<file path="config.mk">
export PLATFORM = sky130hd
export DESIGN_NAME = space_packet_header_parser_top_flat
export DESIGN_NICKNAME = d
export VERILOG_FILES = /design/src/rtl/sphp_pkg.sv /design/src/rtl/sphp_in_if.sv /design/src/rtl/sphp_out_if.sv /design/src/rtl/sphp_front.sv /design/src/rtl/sphp_queue.sv /design/src/rtl/sphp_back.sv /design/src/rtl/space_packet_header_parser_top.sv /design/src/flat_wrapper.sv
export SDC_FILE = /design/constraint.sdc
export NUM_CORES = 1
export LEC_CHECK = 0
export ABC_AREA = 1
export ABC_CLOCK_PERIOD_IN_PS = 6450
export BUFFER_PORTS_ARGS = -buffer_cell sky130_fd_sc_hd__buf_4
export CAP_MARGIN = 0
export CORE_MARGIN = 2
export CORE_UTILIZATION = 51
export DETAILED_ROUTE_END_ITERATION = 10
export PLACE_DENSITY = 0.75
export SLEW_MARGIN = 20
export SYNTH_ARGS = -nofsm -noshare
export SYNTH_HDL_FRONTEND = slang
export SYNTH_HIERARCHICAL = 1
export SYNTH_SLANG_ARGS = --single-unit
</file>
<file path="constraint.sdc">
create_clock -name clk -period 6.45 [get_ports clk]
set_clock_uncertainty 0.15 [all_clocks]
set_input_delay 0.645 -clock clk [delete_from_list [all_inputs] [get_ports clk]]
set_output_delay 0.645 -clock clk [all_outputs]
set_load 0.01 [all_outputs]
</file>
<file path="src/rtl/sphp_pkg.sv">
// Package: shared types and constants of the space packet header parser.
`default_nettype none
package sphp_pkg;

  // Largest payload byte count that a packet may announce.
  localparam int MAX_APP_DATA = 256;
  localparam int REM_W        = $clog2(MAX_APP_DATA + 1);

  localparam int LEN_W  = 16;
  localparam int HDR_W  = 48;
  localparam int POS_W  = 4;
  localparam int VAL_W  = 16;

  // Header lengths in bytes, secondary header field positions, and the length field overhead for each form.
  localparam logic [POS_W-1:0] PRI_HDR_LEN = POS_W'(6);
  localparam logic [POS_W-1:0] SEC_HDR_LEN = POS_W'(9);
  localparam logic [POS_W-1:0] SEC_POS_FLAGS = POS_W'(6);
  localparam logic [POS_W-1:0] SEC_POS_TYPE  = POS_W'(7);
  localparam logic [LEN_W-1:0] OVER_SEC = LEN_W'(5);
  localparam logic [LEN_W-1:0] OVER_PRI = LEN_W'(2);

  // Result queue between the parser and the output stage.
  localparam int QDEPTH = 4;
  localparam int QAW    = $clog2(QDEPTH);
  localparam int QCW    = $clog2(QDEPTH + 1);

  typedef enum logic [2:0] {
    KIND_PRIMARY   = 3'd0,
    KIND_SECONDARY = 3'd1,
    KIND_PAYLOAD   = 3'd2,
    KIND_ERR_CTRL  = 3'd3,
    KIND_LEN_ERR   = 3'd4
  } kind_t;

  typedef struct packed {
    logic       ccsds;
    logic [2:0] pus;
    logic       ack;
  } sec_flags_t;

  localparam sec_flags_t SEC_DEFAULT = '{ccsds: 1'b0, pus: 3'd1, ack: 1'b0};

  // One result as the parser leaves it in the queue: raw header bytes,
  // decoded into fields by the output stage.
  typedef struct packed {
    kind_t              kind;
    logic [VAL_W-1:0]   value;
    logic [HDR_W-1:0]   hdr;
    sec_flags_t         sec;
  } rec_t;

  typedef struct packed {
    logic full;
    logic valid;
  } q_status_t;

endpackage
`default_nettype wire

</file>
<file path="src/rtl/sphp_in_if.sv">
// Interface: byte channel into the parser.
`default_nettype none
interface sphp_in_if;
  logic       valid;
  logic       ready;
  logic [7:0] data_byte;
  logic       first_of_packet;

  modport source (output valid, output data_byte, output first_of_packet, input ready);
  modport sink   (input valid, input data_byte, input first_of_packet, output ready);
endinterface
`default_nettype wire

</file>
<file path="src/rtl/sphp_out_if.sv">
// Interface: result channel out of the parser.
`default_nettype none
interface sphp_out_if;
  logic        valid;
  logic        ready;
  logic [2:0]  result_kind;
  logic [2:0]  version;
  logic        has_secondary;
  logic [5:0]  source_id;
  logic [4:0]  dest_id;
  logic [1:0]  seq_flags;
  logic [13:0] seq_count;
  logic [15:0] length_field;
  logic [15:0] value_word;
  logic        ccsds_flag;
  logic [2:0]  pus_version;
  logic        ack_flag;

  modport source (output valid, output result_kind, output version, output has_secondary,
                  output source_id, output dest_id, output seq_flags, output seq_count,
                  output length_field, output value_word, output ccsds_flag,
                  output pus_version, output ack_flag, input ready);
  modport sink   (input valid, input result_kind, input version, input has_secondary,
                  input source_id, input dest_id, input seq_flags, input seq_count,
                  input length_field, input value_word, input ccsds_flag,
                  input pus_version, input ack_flag, output ready);
endinterface
`default_nettype wire

</file>
<file path="src/rtl/sphp_front.sv">
// Module: byte parser that tracks packet position and produces result records.
`default_nettype none
module sphp_front import sphp_pkg::*; (
  input  wire        clk,
  input  wire        rst,
  sphp_in_if.sink    byte_chan,
  input  q_status_t  q_stat,
  output logic       push,
  output rec_t       rec
);

  logic [POS_W-1:0] pos, pos_next;
  logic [REM_W-1:0] remaining, remaining_next;
  logic [HDR_W-1:0] hdr, hdr_next;
  sec_flags_t       sec, sec_next;
  logic [7:0]       sec_type, sec_type_next;
  logic [7:0]       ec_high, ec_high_next;
  logic             discarding, discarding_next;

  logic accept;
  logic emit;

  assign byte_chan.ready = !q_stat.full;
  assign accept = byte_chan.valid && byte_chan.ready;
  assign push   = accept && emit;

  always_comb begin
    logic [POS_W-1:0] pos_e;
    logic [REM_W-1:0] rem_e;
    logic [HDR_W-1:0] hdr_e;
    sec_flags_t       sec_e;
    logic [7:0]       type_e;
    logic [7:0]       ech_e;
    logic             disc_e;
    logic [7:0]       b;
    logic [HDR_W-1:0] hdr_sh;
    logic [LEN_W-1:0] over;
    logic [LEN_W:0]   diff;
    logic [POS_W-1:0] hdr_len;

    b = byte_chan.data_byte;
    // A first byte restarts the packet before anything else happens.
    if (byte_chan.first_of_packet) begin
      pos_e  = '0;
      rem_e  = '0;
      hdr_e  = '0;
      sec_e  = SEC_DEFAULT;
      type_e = '0;
      ech_e  = '0;
      disc_e = 1'b0;
    end else begin
      pos_e  = pos;
      rem_e  = remaining;
      hdr_e  = hdr;
      sec_e  = sec;
      type_e = sec_type;
      ech_e  = ec_high;
      disc_e = discarding;
    end

    pos_next        = pos_e;
    remaining_next  = rem_e;
    hdr_next        = hdr_e;
    sec_next        = sec_e;
    sec_type_next   = type_e;
    ec_high_next    = ech_e;
    discarding_next = disc_e;
    emit            = 1'b0;
    rec.kind        = KIND_PRIMARY;
    rec.value       = '0;
    rec.hdr         = hdr_e;
    rec.sec         = sec_e;

    hdr_sh  = {hdr_e[HDR_W-9:0], b};
    over    = hdr_sh[43] ? OVER_SEC : OVER_PRI;
    diff    = {1'b0, hdr_sh[LEN_W-1:0]} - {1'b0, over};
    hdr_len = hdr_e[43] ? SEC_HDR_LEN : PRI_HDR_LEN;

    if (!disc_e) begin
      if (pos_e < PRI_HDR_LEN) begin
        hdr_next = hdr_sh;
        pos_next = pos_e + POS_W'(1);
        rec.hdr  = hdr_sh;
        if (pos_e == PRI_HDR_LEN - POS_W'(1)) begin
          emit = 1'b1;
          if (diff[LEN_W] || (diff[LEN_W-1:0] > LEN_W'(MAX_APP_DATA))) begin
            discarding_next = 1'b1;
            rec.kind        = KIND_LEN_ERR;
          end else begin
            remaining_next = diff[REM_W-1:0];
            rec.kind       = KIND_PRIMARY;
          end
        end
      end else if (pos_e < hdr_len) begin
        pos_next = pos_e + POS_W'(1);
        if (pos_e == SEC_POS_FLAGS) begin
          sec_next.ccsds = b[7];
          sec_next.pus   = b[6:4];
          sec_next.ack   = (b[3:0] == 4'd1);
        end else if (pos_e == SEC_POS_TYPE) begin
          sec_type_next = b;
        end else begin
          emit      = 1'b1;
          rec.kind  = KIND_SECONDARY;
          rec.value = {type_e, b};
        end
      end else if (rem_e != '0) begin
        remaining_next = rem_e - REM_W'(1);
        emit           = 1'b1;
        rec.kind       = KIND_PAYLOAD;
        rec.value      = {8'h00, b};
      end else if (pos_e == hdr_len) begin
        ec_high_next = b;
        pos_next     = pos_e + POS_W'(1);
      end else begin
        discarding_next = 1'b1;
        emit            = 1'b1;
        rec.kind        = KIND_ERR_CTRL;
        rec.value       = {ech_e, b};
      end
    end
  end

  always_ff @(posedge clk) begin
    if (rst) begin
      pos        <= '0;
      remaining  <= '0;
      hdr        <= '0;
      sec        <= '0;
      sec_type   <= '0;
      ec_high    <= '0;
      discarding <= 1'b1;
    end else if (accept) begin
      pos        <= pos_next;
      remaining  <= remaining_next;
      hdr        <= hdr_next;
      sec        <= sec_next;
      sec_type   <= sec_type_next;
      ec_high    <= ec_high_next;
      discarding <= discarding_next;
    end
  end

  // Closing results leave the parser dropping input.
  a_done_drops: assert property (@(posedge clk) disable iff (rst)
    push && (rec.kind == KIND_ERR_CTRL || rec.kind == KIND_LEN_ERR) |=> discarding)
    else $error("parser not dropping after packet end");

  a_rem_bound: assert property (@(posedge clk) disable iff (rst)
    remaining <= REM_W'(MAX_APP_DATA))
    else $error("payload count above limit");

  a_pos_bound: assert property (@(posedge clk) disable iff (rst)
    pos <= SEC_HDR_LEN + POS_W'(1))
    else $error("byte position out of range");

endmodule
`default_nettype wire

</file>
<file path="src/rtl/sphp_queue.sv">
// Module: short result queue between parser and output stage.
`default_nettype none
module sphp_queue import sphp_pkg::*; (
  input  wire        clk,
  input  wire        rst,
  input  logic       push,
  input  rec_t       wr_rec,
  input  logic       pop,
  output rec_t       rd_rec,
  output q_status_t  q_stat
);

  rec_t             mem [QDEPTH];
  logic [QAW-1:0]   wr_ptr, rd_ptr;
  logic [QCW-1:0]   count;

  assign q_stat.full  = (count == QCW'(QDEPTH));
  assign q_stat.valid = (count != '0);
  assign rd_rec       = mem[rd_ptr];

  always_ff @(posedge clk) begin
    if (push) begin
      mem[wr_ptr] <= wr_rec;
    end
  end

  always_ff @(posedge clk) begin
    if (rst) begin
      wr_ptr <= '0;
      rd_ptr <= '0;
      count  <= '0;
    end else begin
      if (push) begin
        wr_ptr <= (wr_ptr == QAW'(QDEPTH - 1)) ? '0 : wr_ptr + QAW'(1);
      end
      if (pop) begin
        rd_ptr <= (rd_ptr == QAW'(QDEPTH - 1)) ? '0 : rd_ptr + QAW'(1);
      end
      count <= count + QCW'(push) - QCW'(pop);
    end
  end

  a_no_overflow: assert property (@(posedge clk) disable iff (rst)
    !(push && q_stat.full))
    else $error("push into full queue");

  a_no_underflow: assert property (@(posedge clk) disable iff (rst)
    !(pop && !q_stat.valid))
    else $error("pop from empty queue");

  a_count_bound: assert property (@(posedge clk) disable iff (rst)
    count <= QCW'(QDEPTH))
    else $error("queue count out of range");

endmodule
`default_nettype wire

</file>
<file path="src/rtl/sphp_back.sv">
// Module: output stage that decodes header fields into the result register.
`default_nettype none
module sphp_back import sphp_pkg::*; (
  input  wire        clk,
  input  wire        rst,
  input  q_status_t  q_stat,
  input  rec_t       rd_rec,
  output logic       pop,
  sphp_out_if.source result_chan
);

  logic out_valid;

  assign pop = q_stat.valid && (!out_valid || result_chan.ready);
  assign result_chan.valid = out_valid;

  always_ff @(posedge clk) begin
    if (rst) begin
      out_valid <= 1'b0;
    end else if (!out_valid || result_chan.ready) begin
      out_valid <= q_stat.valid;
    end
  end

  always_ff @(posedge clk) begin
    if (pop) begin
      result_chan.result_kind   <= rd_rec.kind;
      result_chan.version       <= rd_rec.hdr[47:45];
      result_chan.has_secondary <= rd_rec.hdr[43];
      result_chan.source_id     <= {rd_rec.hdr[42:40], rd_rec.hdr[39:37]};
      result_chan.dest_id       <= rd_rec.hdr[36:32];
      result_chan.seq_flags     <= rd_rec.hdr[31:30];
      result_chan.seq_count     <= rd_rec.hdr[29:16];
      result_chan.length_field  <= rd_rec.hdr[15:0];
      result_chan.value_word    <= rd_rec.value;
      result_chan.ccsds_flag    <= rd_rec.sec.ccsds;
      result_chan.pus_version   <= rd_rec.sec.pus;
      result_chan.ack_flag      <= rd_rec.sec.ack;
    end
  end

  a_load_shows: assert property (@(posedge clk) disable iff (rst)
    pop |=> out_valid)
    else $error("loaded result not presented");

  a_hold_on_stall: assert property (@(posedge clk) disable iff (rst)
    out_valid && !result_chan.ready |-> !pop)
    else $error("result overwritten while stalled");

  a_fill_empty: assert property (@(posedge clk) disable iff (rst)
    !out_valid && q_stat.valid |-> pop)
    else $error("empty output stage not refilled");

endmodule
`default_nettype wire

</file>
<file path="src/rtl/space_packet_header_parser_top.sv">
// Top level: space packet header parser with decoupled parser and output stage.
`default_nettype none
// Space packet header parser. Bytes of a packet enter on byte_chan, one beat
// per byte, with first_of_packet set on byte 0; every such byte restarts the
// parser and abandons any packet in progress. Bytes before the first flagged
// byte, and bytes after a packet's error control word or a length error, are
// dropped without a result. The block takes one byte per clock cycle and
// gives at most one result beat per byte. Results pass through a four-entry
// queue and a registered output stage, so a result is written into the queue
// and then loaded into the output register before it shows on result_chan.
// The byte side keeps taking one byte a cycle while the result side stalls,
// until the queue holds four results; it then lowers ready until the output
// stage takes a beat and frees a queue entry. Every result beat carries the
// decoded primary header fields of its packet and the current secondary
// header flags (defaults until decoded). The payload limit is MAX_APP_DATA
// bytes, set in the package.
module space_packet_header_parser_top import sphp_pkg::*; (
  input  wire        clk,
  input  wire        rst,
  sphp_in_if.sink    byte_chan,
  sphp_out_if.source result_chan
);

  logic      push;
  logic      pop;
  rec_t      wr_rec;
  rec_t      rd_rec;
  q_status_t q_stat;

  // Front: take bytes, track position, build result records.
  sphp_front u_front (
    .clk       (clk),
    .rst       (rst),
    .byte_chan (byte_chan),
    .q_stat    (q_stat),
    .push      (push),
    .rec       (wr_rec)
  );

  // Queue: hold records so each side can stall on its own.
  sphp_queue u_queue (
    .clk    (clk),
    .rst    (rst),
    .push   (push),
    .wr_rec (wr_rec),
    .pop    (pop),
    .rd_rec (rd_rec),
    .q_stat (q_stat)
  );

  // Back: decode header fields and present each result beat.
  sphp_back u_back (
    .clk         (clk),
    .rst         (rst),
    .q_stat      (q_stat),
    .rd_rec      (rd_rec),
    .pop         (pop),
    .result_chan (result_chan)
  );

endmodule
`default_nettype wire
</file>
<file path="src/flat_wrapper.sv">
// flat-port wrapper written by rule: the top's interface ports become plain ports
module space_packet_header_parser_top_flat import sphp_pkg::*;
  (clk, rst, byte_chan_valid, byte_chan_data_byte, byte_chan_first_of_packet, byte_chan_ready, result_chan_valid, result_chan_result_kind, result_chan_version, result_chan_has_secondary, result_chan_source_id, result_chan_dest_id, result_chan_seq_flags, result_chan_seq_count, result_chan_length_field, result_chan_value_word, result_chan_ccsds_flag, result_chan_pus_version, result_chan_ack_flag, result_chan_ready);
  sphp_in_if byte_chan_i ();
  sphp_out_if result_chan_i ();
  input  wire clk;
  input  wire rst;
  input wire logic [$bits(byte_chan_i.valid)-1:0] byte_chan_valid;
  input wire logic [$bits(byte_chan_i.data_byte)-1:0] byte_chan_data_byte;
  input wire logic [$bits(byte_chan_i.first_of_packet)-1:0] byte_chan_first_of_packet;
  output wire logic [$bits(byte_chan_i.ready)-1:0] byte_chan_ready;
  output wire logic [$bits(result_chan_i.valid)-1:0] result_chan_valid;
  output wire logic [$bits(result_chan_i.result_kind)-1:0] result_chan_result_kind;
  output wire logic [$bits(result_chan_i.version)-1:0] result_chan_version;
  output wire logic [$bits(result_chan_i.has_secondary)-1:0] result_chan_has_secondary;
  output wire logic [$bits(result_chan_i.source_id)-1:0] result_chan_source_id;
  output wire logic [$bits(result_chan_i.dest_id)-1:0] result_chan_dest_id;
  output wire logic [$bits(result_chan_i.seq_flags)-1:0] result_chan_seq_flags;
  output wire logic [$bits(result_chan_i.seq_count)-1:0] result_chan_seq_count;
  output wire logic [$bits(result_chan_i.length_field)-1:0] result_chan_length_field;
  output wire logic [$bits(result_chan_i.value_word)-1:0] result_chan_value_word;
  output wire logic [$bits(result_chan_i.ccsds_flag)-1:0] result_chan_ccsds_flag;
  output wire logic [$bits(result_chan_i.pus_version)-1:0] result_chan_pus_version;
  output wire logic [$bits(result_chan_i.ack_flag)-1:0] result_chan_ack_flag;
  input wire logic [$bits(result_chan_i.ready)-1:0] result_chan_ready;
  assign byte_chan_i.valid = byte_chan_valid;
  assign byte_chan_i.data_byte = byte_chan_data_byte;
  assign byte_chan_i.first_of_packet = byte_chan_first_of_packet;
  assign byte_chan_ready = byte_chan_i.ready;
  assign result_chan_valid = result_chan_i.valid;
  assign result_chan_result_kind = result_chan_i.result_kind;
  assign result_chan_version = result_chan_i.version;
  assign result_chan_has_secondary = result_chan_i.has_secondary;
  assign result_chan_source_id = result_chan_i.source_id;
  assign result_chan_dest_id = result_chan_i.dest_id;
  assign result_chan_seq_flags = result_chan_i.seq_flags;
  assign result_chan_seq_count = result_chan_i.seq_count;
  assign result_chan_length_field = result_chan_i.length_field;
  assign result_chan_value_word = result_chan_i.value_word;
  assign result_chan_ccsds_flag = result_chan_i.ccsds_flag;
  assign result_chan_pus_version = result_chan_i.pus_version;
  assign result_chan_ack_flag = result_chan_i.ack_flag;
  assign result_chan_i.ready = result_chan_ready;
  space_packet_header_parser_top u_core (.clk(clk), .rst(rst), .byte_chan(byte_chan_i), .result_chan(result_chan_i));
endmodule
</file>
==> flow_summary.toml, run 1 <==
[outcome]
status = "completed"

[drt]
drt-initial-drc-count = 1309
routed_via_density = 5.34
drc = 0
ant_nets = 0
vias = 13500
drt-wirelength-per-cell_um = 16.5
dr.pass1.iters = 6
totalWireLength_um = 41700

[clock_tree]
cts_buffer_depth = 3
post-cts-setup-buffer-count = 0
cts_tree = "built"
h-tree-depth = 2
cts_sinks = 447
holdBufCountCts = 0
cts-buffers-inserted = 44
path_clk_slew_ns = 0.06
ctsResizeCount = 0
cts_root_buf = "clkbuf_16"
clkLatencyLatePin_ns = 0.54

[die]
fp.dieW_um = 202
coreArea_um2 = 38600
die_h_um = 202
num_rows = 72
pin_count = 86
dieArea_um2 = 40800
initial_utilization_pct = 51.7

[job]
drv_cap = 0

[logic_synthesis]
synth_area_um2 = 20000
syn_inst = 1932
synth_nets = 1963
yosys_warnings = 6
avgSynthCellArea_um2 = 10.3

[grt]
antenna_found_initial = 0
grt_overflow = 0
grt_max_degree = 151
grt_pass1_vias = 12900
grt_usage_pct = 20.3
grt_pass1_wl_um = 66400

[sta]
fmax_mhz = 243
setup_viol = 0
whs_ns = 0.217
rsz0062_at_grt = "no"
setup-tns-final_ns = 0
hold_violations = 0
tightest_slew_ns = 1.06
fin_crit_ns = 4.12
layout_setup_ws_ns = 2.33
max_slew_margin_pct = 29.3
finalCritPeriodShare_pct = 63.9
maxSlewViolCount = 0

[pwr]
p_sw_uw = 2680
cellLeakagePower_uw = 0.00884
p_int_uw = 5870
p_seq_share_pct = 45.2
ir_worst_vdd_uv = 273
pwr-share-comb_pct = 25.8
p_per_area_nw_per_um2 = 385
power.share.clock_pct = 28.9
p_sw_share_pct = 31.4

[placed_design]
port_buffers = 85
dp_slack_ns = 1.78
place_area_um2 = 20800
dpl.hpwl_um = 25900
place_congestion = 0.889

[worst_setup_path]
worst-path-max-fanout = 32
cp_num_buf_inv = 7
crit_family = "buffers and inverters"
cp-start-kind = "primary input"
crit_top_cell = "nand2_1"
cpPeakStageDelay_ns = 0.55
cp-end-kind = "flop"
crit_type = "primary input to flop"
crit_chain = "buf_4 > inv_2 > nand2_1 > inv_2 > ha_1 > inv_1 > nor2_1 > o21ai_0 > nand2_1 > buf_4 > nand2_1 > o21ai_2 > a21oi_1 > nand2_1 > inv_2 > buf_4"
reg2reg_slack_ns = 2.65
worstPathArrival_ns = 4.19
cp.required_ns = 6.52
critPathSlowestCell = "a21oi_1"

[layout]
layout_common_cells = "355 x edfxtp_1, 335 x nand2_1, 317 x inv_1"
syn_to_final_growth_pct = 11.2
finalNetCount = 2006
drive_gt1_share_pct = 14.7
antennaDiodeCount = 0
final_common_cell = "edfxtp_1"
fin_area_um2 = 22200

[min_path]
hp-class = "primary input to flop"
-- flip-flops by register name, summed over array words and instances (netlist names), 2 cells and up, named ones only --
name,count
u_core/u_front/remaining,9
u_core/u_back/result_chan.length_field,16
u_core/u_queue/mem,284
u_core/u_back/result_chan.source_id,6
u_core/u_back/result_chan.value_word,16
u_core/u_back/result_chan.pus_version,3
u_core/u_back/result_chan.seq_flags,2
u_core/u_queue/rd_ptr,2
u_core/u_back/result_chan.result_kind,3
u_core/u_front/ec_high,8
u_core/u_front/sec_type,8
u_core/u_back/result_chan.dest_id,5
u_core/u_back/result_chan.seq_count,14
u_core/u_front/sec,5
u_core/u_front/hdr,47
u_core/u_back/result_chan.version,3
u_core/u_queue/count,3
u_core/u_front/pos,4
u_core/u_queue/wr_ptr,2
-- per-stage QoR --
step	instances	total power, uW	util [%]
after global placement	2447	6070	53.9
final	2525	8550	57.5
after detailed placement	2447	6150	53.9
after global routing	2525	9010	57.5
after CTS	2525	8630	57.5
after floorplan	1932	5500	-
-- final timing paths --
kind                                          start                                            to  depth (start not counted)
min                               result_chan_ready  u_core/u_back/result_chan.valid$_SDFFE_PP0P_                          4
max reg2reg     u_core/u_front/hdr[43]$_SDFFE_PP0P_           u_core/u_queue/mem[2][37]$_DFFE_PP_                         15
max                       byte_chan_first_of_packet           u_core/u_queue/mem[2][37]$_DFFE_PP_                         16
min reg2reg  u_core/u_front/ec_high[7]$_SDFFE_PP0P_        u_core/u_front/ec_high[7]$_SDFFE_PP0P_                          2
-- per-layer routing --
metal | vias to the layer above | global-route usage (%) | wire length [um]
met1 | 6471 | 26.5 | 17400
met4 | 0 | 7.43 | 1200
met2 | 388 | 34.4 | 20800
li1 | 6558 | - | -
met3 | 78 | 3.10 | 2320
met5 | - | 0 | 0
-- power groups by stage --
stage / sequential, uW / combinational, uW / clock, uW
floorplan: 3970 / 1530 / 0
global placement: 3920 / 2160 / 0
detailed placement: 3930 / 2220 / 0
CTS: 3870 / 2240 / 2520
global route: 3910 / 2450 / 2640
finish: 3870 / 2210 / 2480
-- worst register-to-register path: cells and delay by family, from the launching register on --
family                   cells  cell delay, ns
AO/OA/AOI/OAI                3            0.75
adder cells (fa/ha/maj)      1            0.33
buffers and inverters        6            1.19
flip-flops                   1            0.31
AND/OR/NAND/NOR              5            0.74
-- final cells by class --
type | instances | area, um^2
fillers | 3094 | 16400
flip-flops and latches | 447 | 12500
well taps | 518 | 648
clock buffers | 60 | 1180
multi-input cells | 1039 | 5580
repair buffers | 101 | 821
clock inverters | 18 | 198
inverters | 342 | 1280
No activity file was read; power rests on OpenSTA's default activity.
==> inputs of run 2 (changes only) <==
--- a/config.mk
+++ b/config.mk
@@ -5,14 +5,14 @@
 export SDC_FILE = /design/constraint.sdc
 export NUM_CORES = 1
 export LEC_CHECK = 0
-export ABC_AREA = 1
-export ABC_CLOCK_PERIOD_IN_PS = 6450
+export ABC_AREA = 0
+export ABC_CLOCK_PERIOD_IN_PS = 3500
 export BUFFER_PORTS_ARGS = -buffer_cell sky130_fd_sc_hd__buf_4
 export CAP_MARGIN = 0
 export CORE_MARGIN = 2
 export CORE_UTILIZATION = 51
 export DETAILED_ROUTE_END_ITERATION = 10
-export PLACE_DENSITY = 0.75
+export PLACE_DENSITY = 0.78
 export SLEW_MARGIN = 20
 export SYNTH_ARGS = -nofsm -noshare
 export SYNTH_HDL_FRONTEND = slang
==> constraint.sdc (replaced) <==
create_clock -name clk -period 3.5 [get_ports clk]
set_clock_uncertainty 0.15 [all_clocks]
set_input_delay 0.35 -clock clk [delete_from_list [all_inputs] [get_ports clk]]
set_output_delay 0.35 -clock clk [all_outputs]
set_load 0.01 [all_outputs]
==> flow_summary.toml, run 2 <==
[outcome]
status = "completed"

[sta]
tightest_slew_ns = 0.810
rsz0062_at_grt = "no"
setup_viol = 0
max_slew_margin_pct = 45.4
fin_crit_ns = 3.31
fmax_mhz = 302
setup-tns-final_ns = 0
finalCritPeriodShare_pct = 94.6
maxSlewViolCount = 0
hold_violations = 0

[worst_setup_path]
cpPeakStageDelay_ns = 0.65
crit_chain = "or4_1 > o41ai_4 > nand2_1 > or3_4 > o211a_4 > ha_1 > fa_1 > xor3_1 > nor2_1"
cp_num_buf_inv = 0
worst-path-max-fanout = 4
crit_type = "flop to flop"
cp.required_ns = 3.76
worstPathArrival_ns = 3.57
cp-start-kind = "flop"
crit_family = "simple AND/OR/NAND/NOR gates"
critPathSlowestCell = "or4_1"
cp-end-kind = "flop"

[clock_tree]
cts_sinks = 447
clkLatencyLatePin_ns = 0.56
cts_root_buf = "clkbuf_16"
h-tree-depth = 2
post-cts-setup-buffer-count = 0
cts_buffer_depth = 3
path_clk_slew_ns = 0.06
cts-buffers-inserted = 45
cts_tree = "built"

[drt]
drt-wirelength-per-cell_um = 20.6
totalWireLength_um = 36900
drt-initial-drc-count = 808
vias = 10300
drc = 0
dr.pass1.iters = 5
routed_via_density = 5.75
ant_nets = 0

[pwr]
total_power_uw = 14400
p_sw_uw = 3660
cellLeakagePower_uw = 0.00723
power.share.clock_pct = 33.8
p_sw_share_pct = 25.3
p_seq_share_pct = 45.5
p_int_uw = 10800
p_per_area_nw_per_um2 = 687
pwr-share-comb_pct = 20.6
ir_worst_vdd_uv = 414

[layout]
syn_to_final_growth_pct = 16.3
finalNetCount = 1331
layout_common_cells = "355 x edfxtp_1, 137 x buf_4, 109 x nor2_1"
drive_gt1_share_pct = 24.0
final_common_cell = "edfxtp_1"
top_register = "u_core/u_queue/mem"
largestRegisters = "u_core/u_queue/mem (284), u_core/u_front/hdr (47)"
largest_register_ffs = 284
nFillCells = 2543

[job]
drv_cap = 0

[logic_synthesis]
yosys_warnings = 6
syn_inst = 1170
synth_area_um2 = 18100
avgSynthCellArea_um2 = 15.5
synth_nets = 1201

[grt]
grt_max_degree = 72
grt_usage_pct = 20.4
grt_pass1_vias = 10300
grt_pass1_wl_um = 57200
antenna_found_initial = 0
grt_overflow = 0

[placed_design]
dpl.hpwl_um = 22000
place_congestion = 0.865
port_buffers = 85

[die]
coreArea_um2 = 34700
initial_utilization_pct = 52.1
fp.dieW_um = 192
dieArea_um2 = 37000
pin_count = 86
die_h_um = 192
num_rows = 68

[min_path]
hp-class = "primary input to flop"
run 2: timing repair:
item                       in CTS  in global routing
hold buffers                    8                  0
gates resized for setup         0                  2
setup endpoints to repair       0                  6
hold endpoints to repair        9                  0
run 2: layer usage:
layer | part of all wire [%] | vias to the layer above | track usage, % | wire [um]
met1 | 44 | 5131 | 28.4 | 16100
met5 | 0 | - | 0 | 0
li1 | - | 4750 | - | -
met3 | 4.9 | 89 | 2.98 | 1820
met2 | 48 | 339 | 33.1 | 17800
met4 | 3.1 | 0 | 7.16 | 1140
run 2: power groups by stage:
stage / registers (uW) / logic (uW) / clock network (uW)
2_1_floorplan: 6880 / 1870 / 0
3_3_place_gp: 6680 / 2980 / 0
3_5_place_dp: 6690 / 3020 / 0
4_1_cts: 6590 / 3050 / 4980
5_1_grt: 6620 / 3230 / 5210
6_report: 6580 / 2980 / 4890
run 2: per-stage QoR:
step	cell area, um^2	hold WS (ns)	util (%)	instances	setup slack (ns)
5_1_grt	21000	0.0259	60.6	1791	0.0133
3_5_place_dp	19400	0.306	55.8	1699	0.0538
3_3_place_gp	19400	0.307	55.8	1699	0.134
2_1_floorplan	18100	0.262	-	1170	0.0126
4_1_cts	21000	0.00101	60.5	1790	0.162
6_report	21000	0.0300	60.6	1792	0.190
run 2: cell type report:
| type | instances | area [um^2] | share of cell area (%) |
|---|---|---|---|
| well taps | 455 | 569 | 2.71 |
| flip-flops and latches | 447 | 12500 | 59.5 |
| inverters | 24 | 90.1 | 0.429 |
| repair buffers | 151 | 1230 | 5.84 |
| clock buffers | 56 | 1220 | 5.79 |
| multi-input cells | 631 | 5090 | 24.2 |
| diodes | 1 | 2.50 | 0.0119 |
| clock inverters | 27 | 315 | 1.50 |
run 2: path summary, 6_finish.rpt:
check / start / endpoint / slack, ns / cells after the start
setup / recovery: u_core/u_front/remaining[3]$_SDFFE_PP0P_ / u_core/u_queue/count[2]$_SDFF_PP0_ / 0.19 / 9
hold / removal: byte_chan_data_byte[1] / u_core/u_front/hdr[1]$_SDFFE_PP0P_ / 0.03 / 3
setup reg to reg: u_core/u_front/remaining[3]$_SDFFE_PP0P_ / u_core/u_queue/count[2]$_SDFF_PP0_ / 0.19 / 9
hold reg to reg: u_core/u_front/remaining[0]$_SDFFE_PP0P_ / u_core/u_front/remaining[0]$_SDFFE_PP0P_ / 0.33 / 2
run 2: worst reg2reg max path, stage by stage, from the launching register on:
cell	delay, ns
dfxtp_1	0.31
or4_1	0.65
o41ai_4	0.38
nand2_1	0.11
or3_4	0.39
o211a_4	0.16
ha_1	0.21
fa_1	0.38
xor3_1	0.38
nor2_1	0.04
==> inputs of run 3 (changes only) <==
--- a/config.mk
+++ b/config.mk
@@ -6,13 +6,13 @@
 export NUM_CORES = 1
 export LEC_CHECK = 0
 export ABC_AREA = 0
-export ABC_CLOCK_PERIOD_IN_PS = 3500
+export ABC_CLOCK_PERIOD_IN_PS = 4000
 export BUFFER_PORTS_ARGS = -buffer_cell sky130_fd_sc_hd__buf_4
 export CAP_MARGIN = 0
 export CORE_MARGIN = 2
 export CORE_UTILIZATION = 51
 export DETAILED_ROUTE_END_ITERATION = 10
-export PLACE_DENSITY = 0.78
+export PLACE_DENSITY_LB_ADDON = 0.3
 export SLEW_MARGIN = 20
 export SYNTH_ARGS = -nofsm -noshare
 export SYNTH_HDL_FRONTEND = slang
==> constraint.sdc (replaced) <==
create_clock -name clk -period 4 [get_ports clk]
set_clock_uncertainty 0.15 [all_clocks]
set_input_delay 0.4 -clock clk [delete_from_list [all_inputs] [get_ports clk]]
set_output_delay 0.4 -clock clk [all_outputs]
set_load 0.01 [all_outputs]
==> flow_summary.toml, run 3 (synthesis gave the netlist of run 2 again) <==
[layout]
largest_register_ffs = 284
antennaDiodeCount = 0
nFillCells = 2697
top_register = "u_core/u_queue/mem"
drive_gt1_share_pct = 22.3
fin_area_um2 = 20700
largestRegisters = "u_core/u_queue/mem (284), u_core/u_front/hdr (47)"
utilization_pct = 59.6
layout_common_cells = "355 x edfxtp_1, 115 x buf_4, 109 x nor2_1"
syn_to_final_growth_pct = 14.5
final_common_cell = "edfxtp_1"
finalNetCount = 1305

[clock_tree]
cts_root_buf = "clkbuf_16"
path_clk_slew_ns = 0.06
ctsResizeCount = 0
post-cts-setup-buffer-count = 0
cts-buffers-inserted = 45
cts_tree = "built"
h-tree-depth = 2
clkLatencyLatePin_ns = 0.55
cts_buffer_depth = 3
cts_sinks = 447

[drt]
drt-initial-drc-count = 866
drc = 0
drt-wirelength-per-cell_um = 20.8
dr.pass1.iters = 5
vias = 10200
totalWireLength_um = 36700
ant_nets = 0
routed_via_density = 5.79

[worst_setup_path]
r2r_start = "u_core/u_front/remaining[3]$_SDFFE_PP0P_"
worstPathArrival_ns = 3.81
worst-path-max-fanout = 8
cp-startpoint = "u_core/u_front/remaining[3]$_SDFFE_PP0P_"
cp-start-kind = "flop"
cp.required_ns = 4.24
crit_type = "flop to flop"
cp-end-kind = "flop"

[die]
pin_count = 86
dieArea_um2 = 37000
die_h_um = 192
num_rows = 68
coreArea_um2 = 34700
initial_utilization_pct = 52.1
fp.dieW_um = 192

[grt]
antenna_found_initial = 1
grt_usage_pct = 20.5
grt_pass1_vias = 10300
grt_pass1_wl_um = 57900
grt_max_degree = 72
grt_overflow = 0

[placed_design]
port_buffers = 85
dpl.hpwl_um = 22600
place_area_um2 = 19300
dp_slack_ns = 0.206
place_congestion = 0.863

[sta]
maxSlewViolCount = 0
whs_ns = 0.0399
fmax_mhz = 281
hold_violations = 0
layout_setup_ws_ns = 0.436
max_slew_margin_pct = 36.3
tightest_slew_ns = 0.946
setup_viol = 0
setup-tns-final_ns = 0
finalCritPeriodShare_pct = 89.1
fin_crit_ns = 3.56
rsz0062_at_grt = "no"

[min_path]
hp-class = "primary input to flop"
min-delay-start = "byte_chan_data_byte[4]"

[pwr]
cellLeakagePower_uw = 0.00706
ir_worst_vdd_uv = 502
p_per_area_nw_per_um2 = 598

[job]
drv_cap = 0

[outcome]
status = "completed"
## run 3: cell count changes in the layout (fill, tap and decap cells not counted), moves of 3 or more
cell,delta
buf_4,-22
dlygate4sd3_1,-6
clkbuf_8,-4
clkinv_1,+4
bufinv_16,-3
inv_6,+3
## run 3: metrics by stage
step                cells  total power [uW]
finish               1766             12400
global route         1766             12900
CTS                  1766             12500
detailed placement   1680              8520
global placement     1680              8480
floorplan            1170              7650
## run 3: area by class of cell
cell class,count,area [um^2],area share (%)
Clock buffer,51,1160,5.60
Clock inverter,33,264,1.28
Inverter,24,90.1,0.435
Multi-Input combinational cell,631,5060,24.5
Sequential cell,447,12500,60.4
Tap cell,455,569,2.75
Timing Repair Buffer,125,1040,5.04
## run 3: final timing paths
kind,to,slack (ns),cells past startpoint
worst max-delay path,u_core/u_queue/count[2]$_SDFF_PP0_,0.44,9
worst min-delay path,u_core/u_front/hdr[4]$_SDFFE_PP0P_,0.04,3
worst max register to register,u_core/u_queue/count[2]$_SDFF_PP0_,0.44,9
worst min register to register,u_core/u_front/hdr[43]$_SDFFE_PP0P_,0.31,2
## run 3: metal layers
metal | vias to the layer above | wire length, um | global-route usage [%]
met2 | 286 | 17900 | 33.1
met5 | - | 0 | 0
met3 | 69 | 1660 | 2.84
li1 | 4703 | - | -
met1 | 5163 | 16400 | 29.4
met4 | 0 | 838 | 6.11
## run 3: power breakdown
| group | total [uW] | switching, uW | internal (uW) |
|---|---|---|---|
| clock network | 4010 | 1710 | 2290 |
| registers | 5950 | 338 | 5620 |
| logic | 2400 | 1140 | 1260 |
| total | 12400 | 3190 | 9170 |
## run 3: what timing repair did
item,in CTS,in global routing
endpoints found under the setup margin,0,0
hold buffers,2,0
endpoints found under the hold margin,2,0
## run 3: critical path, cell delays in order (launching register included)
cell     delay (ns)
dfxtp_1        0.38
or4_1          0.64
o41ai_2        0.36
nand2_1        0.13
or3_1          0.42
o211a_1        0.25
ha_1           0.26
fa_1           0.39
xor3_1         0.39
nor2_1         0.05
